`src/rtl/mpms_pkg.sv`:
```
// Package: widths, mask mode codes and rounding constants for the masked pixel merge.
`default_nettype none
package mpms_pkg;

   localparam int FRACTION_BITS = 16;
   localparam int PIX_W         = 18;
   localparam int SAMPLE_W      = 17;
   localparam int SUM_W         = SAMPLE_W + 1;
   localparam int WEIGHT_W      = SUM_W + 2;               // weight in 1/8 units
   localparam int DIFF_W        = PIX_W + 1;
   localparam int PROD_W        = WEIGHT_W + 1 + DIFF_W;
   localparam int SHIFT         = FRACTION_BITS + 3;
   localparam int QMAG_W        = PROD_W + 1 - SHIFT;
   localparam int Q_W           = QMAG_W + 1;
   localparam int R_W           = Q_W + 1;

   localparam logic [PROD_W:0] ROUND_HALF = (PROD_W + 1)'(1) << (SHIFT - 1);
   localparam logic signed [R_W-1:0] PIX_MAX = R_W'((2 ** (PIX_W - 1)) - 1);
   localparam logic signed [R_W-1:0] PIX_MIN = -R_W'(2 ** (PIX_W - 1));

   typedef enum logic [1:0] {
      MODE_FULL  = 2'd0,
      MODE_PAIR  = 2'd1,
      MODE_BLOCK = 2'd2,
      MODE_SITED = 2'd3
   } mask_mode_type;

endpackage
`default_nettype wire

```
`src/rtl/mpms_if.sv`:
```
// Interfaces: request and response channels of the masked pixel merge.
`default_nettype none
interface mpms_req_if import mpms_pkg::*; ();
   logic                       valid;
   logic                       ready;
   logic signed [PIX_W-1:0]    dst_pixel;
   logic signed [PIX_W-1:0]    src_pixel;
   logic        [SAMPLE_W-1:0] mask_top_even;
   logic        [SAMPLE_W-1:0] mask_top_odd;
   logic        [SAMPLE_W-1:0] mask_bottom_even;
   logic        [SAMPLE_W-1:0] mask_bottom_odd;
   logic                       row_start;

   modport source (
      output valid, dst_pixel, src_pixel, mask_top_even, mask_top_odd,
             mask_bottom_even, mask_bottom_odd, row_start,
      input  ready
   );
   modport sink (
      input  valid, dst_pixel, src_pixel, mask_top_even, mask_top_odd,
             mask_bottom_even, mask_bottom_odd, row_start,
      output ready
   );
endinterface

interface mpms_rsp_if import mpms_pkg::*; ();
   logic                    valid;
   logic                    ready;
   logic signed [PIX_W-1:0] merged_pixel;

   modport source (output valid, merged_pixel, input ready);
   modport sink   (input valid, merged_pixel, output ready);
endinterface
`default_nettype wire

```
`src/rtl/masked_pixel_merge_subsampled_top.sv`:
```
// A result passes through the weight/difference, product and output registers after its request transaction.
// Throughput: one transaction per cycle unless the output stalls; weight adders, then the weight x
// difference multiplier, then rounding/clamp each own one pipeline stage.
// The whole pipeline holds while the output register is full and not taken.
// Reset (synchronous, active high) empties the pipeline, sets mask_mode to
// full and clears the previous odd column sum.
`default_nettype none
module masked_pixel_merge_subsampled_top import mpms_pkg::*; (
   input  wire logic       clock,
   input  wire logic       reset,
   mpms_req_if.sink        req,
   mpms_rsp_if.source      rsp,
   input  wire logic       csr_wr_en,
   input  wire logic [1:0] csr_wr_data
);

   mask_mode_type mode_ff;
   logic [SUM_W-1:0] prev_odd_ff;

   logic s1_valid_ff, s2_valid_ff, rsp_valid_ff;
   logic [WEIGHT_W-1:0]     w8_ff;
   logic signed [DIFF_W-1:0] diff_ff;
   logic signed [PIX_W-1:0]  dst1_ff, dst2_ff;
   logic signed [PROD_W-1:0] prod_ff;
   logic signed [PIX_W-1:0]  merged_ff;

   logic advance, accept;
   assign advance   = !rsp_valid_ff || rsp.ready;
   assign accept    = req.valid && advance;
   assign req.ready = advance;

   // weight in units of 1/8 sample
   logic [SUM_W-1:0]    even_sum, odd_sum, pair_sum, left_sum;
   logic [SUM_W:0]      block_sum;
   logic [WEIGHT_W-1:0] w8_in;
   logic signed [DIFF_W-1:0] diff_in;

   assign even_sum  = SUM_W'(req.mask_top_even) + SUM_W'(req.mask_bottom_even);
   assign odd_sum   = SUM_W'(req.mask_top_odd) + SUM_W'(req.mask_bottom_odd);
   assign pair_sum  = SUM_W'(req.mask_top_even) + SUM_W'(req.mask_top_odd);
   assign block_sum = (SUM_W + 1)'(even_sum) + (SUM_W + 1)'(odd_sum);
   assign left_sum  = req.row_start ? even_sum : prev_odd_ff;
   assign diff_in   = {req.src_pixel[PIX_W-1], req.src_pixel}
                    - {req.dst_pixel[PIX_W-1], req.dst_pixel};

   always_comb begin
      unique case (mode_ff)
         MODE_FULL:  w8_in = WEIGHT_W'({req.mask_top_even, 3'b000});
         MODE_PAIR:  w8_in = WEIGHT_W'({pair_sum, 2'b00});
         MODE_BLOCK: w8_in = WEIGHT_W'({block_sum, 1'b0});
         MODE_SITED: w8_in = WEIGHT_W'(left_sum) + WEIGHT_W'({even_sum, 1'b0})
                           + WEIGHT_W'(odd_sum);
         default:    w8_in = '0;
      endcase
   end

   // rounding to nearest, ties away from zero, then clamp
   logic                     prod_neg;
   logic [PROD_W-1:0]        prod_mag;
   logic [PROD_W:0]          prod_rnd;
   logic [QMAG_W-1:0]        q_mag;
   logic signed [Q_W-1:0]    q_val;
   logic signed [R_W-1:0]    r_val;
   logic signed [PIX_W-1:0]  merged_in;

   assign prod_neg = prod_ff[PROD_W-1];
   assign prod_mag = prod_neg ? PROD_W'(-prod_ff) : PROD_W'(prod_ff);
   assign prod_rnd = {1'b0, prod_mag} + ROUND_HALF;
   assign q_mag    = prod_rnd[PROD_W:SHIFT];
   assign q_val    = prod_neg ? -$signed({1'b0, q_mag}) : $signed({1'b0, q_mag});
   assign r_val    = R_W'(dst2_ff) + R_W'(q_val);

   always_comb begin
      priority if (r_val > PIX_MAX) begin
         merged_in = PIX_MAX[PIX_W-1:0];
      end else if (r_val < PIX_MIN) begin
         merged_in = PIX_MIN[PIX_W-1:0];
      end else begin
         merged_in = r_val[PIX_W-1:0];
      end
   end

   always_ff @(posedge clock) begin
      if (reset) begin
         mode_ff      <= MODE_FULL;
         prev_odd_ff  <= '0;
         s1_valid_ff  <= 1'b0;
         s2_valid_ff  <= 1'b0;
         rsp_valid_ff <= 1'b0;
      end else begin
         if (csr_wr_en) begin
            mode_ff <= mask_mode_type'(csr_wr_data);
         end
         if (accept) begin
            prev_odd_ff <= odd_sum;
         end
         if (advance) begin
            s1_valid_ff  <= req.valid;
            s2_valid_ff  <= s1_valid_ff;
            rsp_valid_ff <= s2_valid_ff;
         end
      end
   end

   always_ff @(posedge clock) begin
      if (advance) begin
         w8_ff     <= w8_in;
         diff_ff   <= diff_in;
         dst1_ff   <= req.dst_pixel;
         prod_ff   <= $signed({1'b0, w8_ff}) * diff_ff;
         dst2_ff   <= dst1_ff;
         merged_ff <= merged_in;
      end
   end

   assign rsp.valid        = rsp_valid_ff;
   assign rsp.merged_pixel = merged_ff;

endmodule
`default_nettype wire

```
`src/flat_wrapper.sv`:
```
// flat-port wrapper written by rule: the top's interface ports become plain ports
module masked_pixel_merge_subsampled_top_flat import mpms_pkg::*;
  (clock, reset, csr_wr_en, csr_wr_data, req_valid, req_dst_pixel, req_src_pixel, req_mask_top_even, req_mask_top_odd, req_mask_bottom_even, req_mask_bottom_odd, req_row_start, req_ready, rsp_valid, rsp_merged_pixel, rsp_ready);
  mpms_req_if req_i ();
  mpms_rsp_if rsp_i ();
  input  wire logic clock;
  input  wire logic reset;
  input  wire logic csr_wr_en;
  input  wire logic [1:0] csr_wr_data;
  input wire logic [$bits(req_i.valid)-1:0] req_valid;
  input wire logic [$bits(req_i.dst_pixel)-1:0] req_dst_pixel;
  input wire logic [$bits(req_i.src_pixel)-1:0] req_src_pixel;
  input wire logic [$bits(req_i.mask_top_even)-1:0] req_mask_top_even;
  input wire logic [$bits(req_i.mask_top_odd)-1:0] req_mask_top_odd;
  input wire logic [$bits(req_i.mask_bottom_even)-1:0] req_mask_bottom_even;
  input wire logic [$bits(req_i.mask_bottom_odd)-1:0] req_mask_bottom_odd;
  input wire logic [$bits(req_i.row_start)-1:0] req_row_start;
  output wire logic [$bits(req_i.ready)-1:0] req_ready;
  output wire logic [$bits(rsp_i.valid)-1:0] rsp_valid;
  output wire logic [$bits(rsp_i.merged_pixel)-1:0] rsp_merged_pixel;
  input wire logic [$bits(rsp_i.ready)-1:0] rsp_ready;
  assign req_i.valid = req_valid;
  assign req_i.dst_pixel = req_dst_pixel;
  assign req_i.src_pixel = req_src_pixel;
  assign req_i.mask_top_even = req_mask_top_even;
  assign req_i.mask_top_odd = req_mask_top_odd;
  assign req_i.mask_bottom_even = req_mask_bottom_even;
  assign req_i.mask_bottom_odd = req_mask_bottom_odd;
  assign req_i.row_start = req_row_start;
  assign req_ready = req_i.ready;
  assign rsp_valid = rsp_i.valid;
  assign rsp_merged_pixel = rsp_i.merged_pixel;
  assign rsp_i.ready = rsp_ready;
  masked_pixel_merge_subsampled_top u_core (.clock(clock), .reset(reset), .req(req_i), .rsp(rsp_i), .csr_wr_en(csr_wr_en), .csr_wr_data(csr_wr_data));
endmodule
```
`config.mk`:
```
export PLATFORM = sky130hd
export DESIGN_NAME = masked_pixel_merge_subsampled_top_flat
export DESIGN_NICKNAME = d
export VERILOG_FILES = /design/src/rtl/mpms_pkg.sv /design/src/rtl/mpms_if.sv /design/src/rtl/masked_pixel_merge_subsampled_top.sv /design/src/flat_wrapper.sv
export SDC_FILE = /design/constraint.sdc
export NUM_CORES = 2
export LEC_CHECK = 0
export BUFFER_PORTS_ARGS = -buffer_cell sky130_fd_sc_hd__clkbuf_2
export CAP_MARGIN = 20
export CORE_MARGIN = 2
export CORE_UTILIZATION = 40
export CTS_BUF_LIST = sky130_fd_sc_hd__clkbuf_4 sky130_fd_sc_hd__clkbuf_8
export DETAILED_ROUTE_END_ITERATION = 10
export SETUP_SLACK_MARGIN = 0.1
export SLEW_MARGIN = 0
export SYNTH_ARGS = -nofsm -noshare
export SYNTH_HDL_FRONTEND = slang
export SYNTH_SLANG_ARGS = --single-unit
```
`constraint.sdc`:
```
create_clock -name clock -period 8.45 [get_ports clock]
set_input_delay 0.845 -clock clock [delete_from_list [all_inputs] [get_ports clock]]
set_output_delay 0.845 -clock clock [all_outputs]
set_load 0.01 [all_outputs]
```
After elaboration in Yosys (flattened, before gate mapping)
Cells that the tools add are included.
{"block": "totals", "register_bits": 156, "input_bits": 112, "output_inout_bits": 20, "wordCells": 37}
{"block": "classes", "addsub": 11, "mul": 1, "order_cmp": 2, "eq_ne": 3, "muxes": 5, "reduce_logical": 4}
{"operator": "20-bit one-hot mux with 4 select lines", "count": 1}
{"operator": "17-bit by 17-bit adder with 18-bit output", "count": 3}
{"operator": "40-bit by 19-bit adder with 41-bit output, second input constant", "count": 1}
{"operator": "21-bit by 19-bit multiplier with 40-bit output", "count": 1}
{"operator": "40-bit two-way mux", "count": 1}
{"operator": "40-bit negator", "count": 1}
{"operator": "18-bit two-way mux", "count": 2}
{"operator": "18-bit by 23-bit adder with 24-bit output", "count": 1}
{"operator": "24-bit by 18-bit greater-than comparator with 1-bit output, second input constant", "count": 1}
{"operator": "24-bit by 18-bit less-than comparator with 1-bit output, second input constant", "count": 1}
{"operator": "23-bit two-way mux", "count": 1}
{"operator": "22-bit negator with 23-bit output", "count": 1}
{"operator": "18-bit by 19-bit adder with 20-bit output", "count": 1}
{"operator": "20-bit by 18-bit adder with 20-bit output", "count": 1}
{"operator": "18-bit by 18-bit adder with 19-bit output", "count": 1}
{"operator": "18-bit by 18-bit subtractor with 19-bit output", "count": 1}
{"operator": "2-bit equality test, second input constant", "count": 2}
{"operator": "2-bit by 1-bit equality test with 1-bit output, second input constant", "count": 1}
{"operator": "2-bit zero test", "count": 1}
{"operator": "1-bit logical AND", "count": 1}
{"operator": "1-bit zero test", "count": 1}
{"operator": "1-bit logical OR", "count": 1}

Logic depth before layout (Yosys ltp)
{"block": "depth", "depth_word": 8, "depth_mapped": 31, "depth_no_buf": 28}

Least setup slack after synthesis
OpenSTA, ideal clock, no wires.
{"block": "synth_path", "path_type": "register -> register", "startpoint": "register u_core.prod_ff[39]", "endpoint": "register u_core.merged_ff[0], in the netlist u_core.rsp.merged_pixel[0] (data pin)", "setup_ns": 0.270, "arrival_ns": 6.983, "t_required_ns": 8.180, "path_slack_ns": 1.196, "stages_incl_launch_ff": 30, "n_path_buf": 7, "synth_period_minus_slack_ns": 7.254, "cell_sequence": "edfxtp_1 -> buf_2 -> clkbuf_1 -> clkbuf_1 -> buf_1 -> clkbuf_1 -> buf_1 -> nand2_1 -> xnor2_1 -> ha_1 -> inv_1 -> maj3_2 -> a22oi_1 -> xnor2_1 -> or3b_1 -> or2_2 -> mux2i_1 -> a2bb2oi_1 -> xnor2_1 -> ha_1 -> or3_1 -> o211a_1 -> a311oi_1 -> a311oi_1 -> or4_1 -> a211oi_1 -> nor4b_1 -> nor2_1 -> clkbuf_1 -> a21oi_1"}
{"block": "synth_between", "elab_chain_cells": 8, "elab_cells_between_ends": 9, "cone_classes": "add/sub: 4; order compare: 2; mux: 3"}
{"element": "from (decl)", "line_no": "masked_pixel_merge_subsampled_top.sv:24", "source": "logic signed [PROD_W-1:0] prod_ff;"}
{"element": "from (signal assigned)", "line_no": "masked_pixel_merge_subsampled_top.sv:110", "source": "prod_ff <= $signed({1'b0, w8_ff}) * diff_ff;"}
{"element": "40-bit negator", "line_no": "masked_pixel_merge_subsampled_top.sv:67", "source": "assign prod_mag = prod_neg ? PROD_W'(-prod_ff) : PROD_W'(prod_ff);"}
{"element": "40-bit two-way mux", "line_no": "masked_pixel_merge_subsampled_top.sv:67"}
{"element": "40-bit by 19-bit adder with 41-bit output", "line_no": "masked_pixel_merge_subsampled_top.sv:68", "source": "assign prod_rnd = {1'b0, prod_mag} + ROUND_HALF;"}
{"element": "22-bit negator with 23-bit output", "line_no": "masked_pixel_merge_subsampled_top.sv:70", "source": "assign q_val = prod_neg ? -$signed({1'b0, q_mag}) : $signed({1'b0, q_mag});"}
{"element": "23-bit two-way mux *", "line_no": "masked_pixel_merge_subsampled_top.sv:70"}
{"element": "18-bit by 23-bit adder with 24-bit output *", "line_no": "masked_pixel_merge_subsampled_top.sv:71", "source": "assign r_val = R_W'(dst2_ff) + R_W'(q_val);"}
{"element": "24-bit by 18-bit less-than comparator with 1-bit output", "line_no": "masked_pixel_merge_subsampled_top.sv:76", "source": "end else if (r_val < PIX_MIN) begin"}
{"element": "18-bit two-way mux", "line_no": "masked_pixel_merge_subsampled_top.sv:76"}
{"element": "to (signal assigned)", "line_no": "masked_pixel_merge_subsampled_top.sv:112", "source": "merged_ff <= merged_in;"}
{"element": "to (decl)", "line_no": "masked_pixel_merge_subsampled_top.sv:25", "source": "logic signed [PIX_W-1:0] merged_ff;"}
Every way passes the cells marked *; elsewhere a longest branch is shown, timed or not.
A chain may end at the register's enable or synchronous reset.

Worst setup path after layout
{"block": "layout_path", "startpoint": "register u_core.w8_ff[12]", "endpoint": "register u_core.prod_ff[39] (data pin)"}
{"block": "layout_between", "elab_chain_cells": 1}
{"element": "from (decl)", "line_no": "masked_pixel_merge_subsampled_top.sv:21", "source": "logic [WEIGHT_W-1:0] w8_ff;"}
{"element": "from (signal assigned)", "line_no": "masked_pixel_merge_subsampled_top.sv:107", "source": "w8_ff <= w8_in;"}
{"element": "21-bit by 19-bit multiplier with 40-bit output", "line_no": "masked_pixel_merge_subsampled_top.sv:110"}
No other way between the ends.

==> flow_metrics.py <==
metrics = {
    "outcome": {
        "status": "complete, no violations",
    },
    "global_routing": {
        "grt_pass1_wl_mm": 107,
        "grt_util_all_layers_pct": 20.2,
        "grt_max_degree": 74,
        "grt-ovfl-total": 0,
        "antenna_found_initial": 1,
        "grt_pass1_vias": 20600,
    },
    "critical_path": {
        "worst_ep_required_time_ns": 8.78,
        "cp.arrival_ns": 7.90,
        "path_class": "flop to flop",
        "worst-path-max-fanout": 19,
        "start_kind": "flop",
        "end_kind": "flop",
    },
    "finish": {
        "nets": 3586,
        "area_growth_syn_to_layout_pct": 7.46,
        "drive_gt1_share_pct": 8.84,
    },
    "sta": {
        "rsz0062_at_grt": "no",
        "setup_viol_count_final": 0,
        "worst_pin_slew_ns": 1.05,
        "setup_tns_ns": 0,
        "period_share_pct": 89.6,
        "fmaxAchievable_mhz": 132,
        "maxSlewHeadroom_pct": 29.1,
        "final_hold_viol_count": 0,
        "period_minus_slack_ns": 7.57,
        "fin_skew_ns": 0.0302,
        "slew_viol_final": 0,
    },
    "synthesis": {
        "ys.flop_type": "edfxtp_1",
        "synth_area_leaders": "fa_1 26%, edfxtp_1 15%, ha_1 14%",
        "syn_nets": 3525,
        "synth_top_area_share_pct": 25.5,
        "yosysWarnings": 0,
        "ys_types": 84,
        "yosysTopAreaCell": "fa_1",
        "synthesis.area_per_instance_um2": 9.26,
        "syn_inst": 2787,
        "ys_seq_elements": 156,
        "synth_enable_flop_cells": 133,
        "syn_area_mm2": 0.0258,
        "async_reset_ff_share_pct": 0,
        "yosysSeqAreaShare_pct": 17.3,
    },
    "route": {
        "drcViolationCount": 0,
        "viasPerCell": 5.26,
        "drt_wl_total_mm": 65.7,
        "detail_route.iter0.violations": 1169,
        "antenna_left": 0,
        "routedWlPerCell_um": 17.7,
        "vias": 19600,
        "first_pass_iters": 5,
    },
    "floorplanning": {
        "ioPinCount": 132,
        "die_area_mm2": 0.0666,
        "num_rows": 93,
        "die_y_um": 258,
        "die_w_um": 258,
        "coreArea_mm2": 0.0641,
        "start_util_pct": 40.3,
    },
    "clock_network": {
        "cts.sinks": 156,
        "clockRootBuffer": "clkbuf_8",
        "cts_hold_buf": 0,
        "cts_setup_buffers": 0,
        "clock_latency_ns": 0.58,
        "cts.clk_slew.worst_paths_ns": 0.11,
        "h-tree-depth": 4,
        "cts_made_buffers": 17,
        "ctsResizeCount": 0,
        "cts_max_path_buffers": 2,
        "tritoncts": "yes",
    },
    "flow_run": {
        "maxCapViolCount": 0,
    },
    "worst_hold_path": {
        "hp-class": "flop to flop",
    },
    "placement": {
        "portBuffers": 131,
        "gp_congestion": 0.869,
        "hpwl_mm": 53.2,
    },
}
-- registers in the layout, summed over array words and instances (netlist names) --
signal,cells
u_core.dst1_ff,18
u_core.s2_valid_ff,1
u_core.dst2_ff,18
u_core.mode_ff,2
u_core.s1_valid_ff,1
u_core.prev_odd_ff,18
u_core.prod_ff,40
u_core.diff_ff,19
u_core.rsp.valid,1
u_core.rsp.merged_pixel,18
u_core.w8_ff,20
-- critical path, stage by stage, from the launching register on --
cell	delay [ns]
edfxtp_1	1.01
nand2_1	0.19
fa_1	0.58
inv_1	0.05
fa_1	0.47
fa_1	0.49
inv_1	0.05
fa_1	0.49
inv_1	0.05
fa_1	0.45
fa_1	0.47
ha_1	0.30
ha_1	0.35
a21o_1	0.20
a21o_1	0.18
a21oi_1	0.23
a21boi_0	0.22
buf_4	0.15
a21o_1	0.14
a31oi_1	0.19
o2bb2ai_1	0.20
o21ai_0	0.37
o2111ai_1	0.19
a21oi_1	0.20
xnor2_1	0.09
-- cells by family (layout without fill, tap and decap cells) --
group,after synthesis,after routing,share of synthesized area (%)
multiplexers,40,40,2.32
AO/OA/AOI/OAI,417,417,10.5
flip-flops,156,156,17.3
buffers and inverters,522,596,7.61
adder cells (fa/ha/maj),628,628,40.0
other,0,1,0
XOR/XNOR,189,189,6.49
AND/OR/NAND/NOR,835,835,15.8
-- path summary, 6_finish.rpt --
kind / from / depth (start not counted) / slack [ns] / to
hold / removal: u_core.dst1_ff[3]$_DFFE_PN_ / 0 / 0.43 / u_core.dst2_ff[3]$_DFFE_PN_
setup / recovery: u_core.w8_ff[12]$_DFFE_PN_ / 24 / 0.88 / u_core.prod_ff[39]$_DFFE_PN_
hold reg to reg: u_core.dst1_ff[3]$_DFFE_PN_ / 0 / 0.43 / u_core.dst2_ff[3]$_DFFE_PN_
setup reg to reg: u_core.w8_ff[12]$_DFFE_PN_ / 24 / 0.88 / u_core.prod_ff[39]$_DFFE_PN_
-- per-stage QoR --
step                      util (%)  cells  hold WS (ns)  setup WS, ns  area (µm²)
after floorplan                  -   2787         0.400          1.20       25800
after global placement        42.6   3683         0.406          1.08       27300
after detailed placement      42.6   3683         0.407         0.944       27300
after CTS                     43.3   3715         0.412         0.886       27700
after global routing          43.3   3717         0.429         0.415       27700
final                         43.3   3717         0.432         0.879       27700
-- cell usage after synthesis, types with 8 or more instances --
master,count
o31ai_1,11
nand3_1,40
a21oi_1,146
a211oi_1,17
nor3_1,37
ha_1,297
and2_1,139
o21bai_1,17
dfxtp_1,23
or3_1,11
and3_1,17
clkbuf_1,101
nand4_1,14
nor2_1,109
nand2b_1,36
nand2_1,357
xnor2_1,143
inv_1,412
nor2b_1,26
o21a_1,12
edfxtp_1,133
a31oi_1,13
o21ai_0,72
mux2_2,19
fa_1,329
or2_2,8
nor4_1,9
mux4_2,14
a21o_1,46
xor2_1,44
-- cells in the final DEF, fill, tap and decap left out, types with 8 or more instances in the layout --
master,count
nor2_1,109
nand2b_1,36
o21bai_1,17
mux2_2,19
xnor2_1,143
nor4_1,9
and2_1,139
ha_1,297
a21o_1,46
nand4_1,14
dfxtp_1,23
fa_1,329
a21oi_1,146
and3_1,17
clkbuf_2,131
or2_2,8
o21a_1,12
edfxtp_1,133
o31ai_1,11
nand2_1,357
buf_4,20
inv_1,411
o21ai_0,72
xor2_1,44
nor3_1,37
or3_1,11
a31oi_1,13
nand3_1,40
a211oi_1,17
mux4_2,14
nor2b_1,26
clkbuf_8,17
-- final cells by class --
class                           instances  area (µm²)
Inverter                              412        1550
Clock buffer                           17         234
Clock inverter                         15         215
Fill cell                            6217       36400
Antenna cell                            1        2.50
Timing Repair Buffer                  152         818
Multi-Input combinational cell       2109       19400
Sequential cell                       156        4450
Tap cell                              855        1070
-- layer usage --
metal / global-route usage, % / up-vias / part of all wire (%)
met5: 0 / - / 0
met4: 6.23 / 0 / 2.5
met3: 3.18 / 101 / 5.1
met2: 34.6 / 484 / 48
met1: 26.2 / 9658 / 45
li1: - / 9321 / -
Power is left out: the tool's default activity adds up to more than one toggle a clock period on the data nets, which glitch-free logic cannot reach.
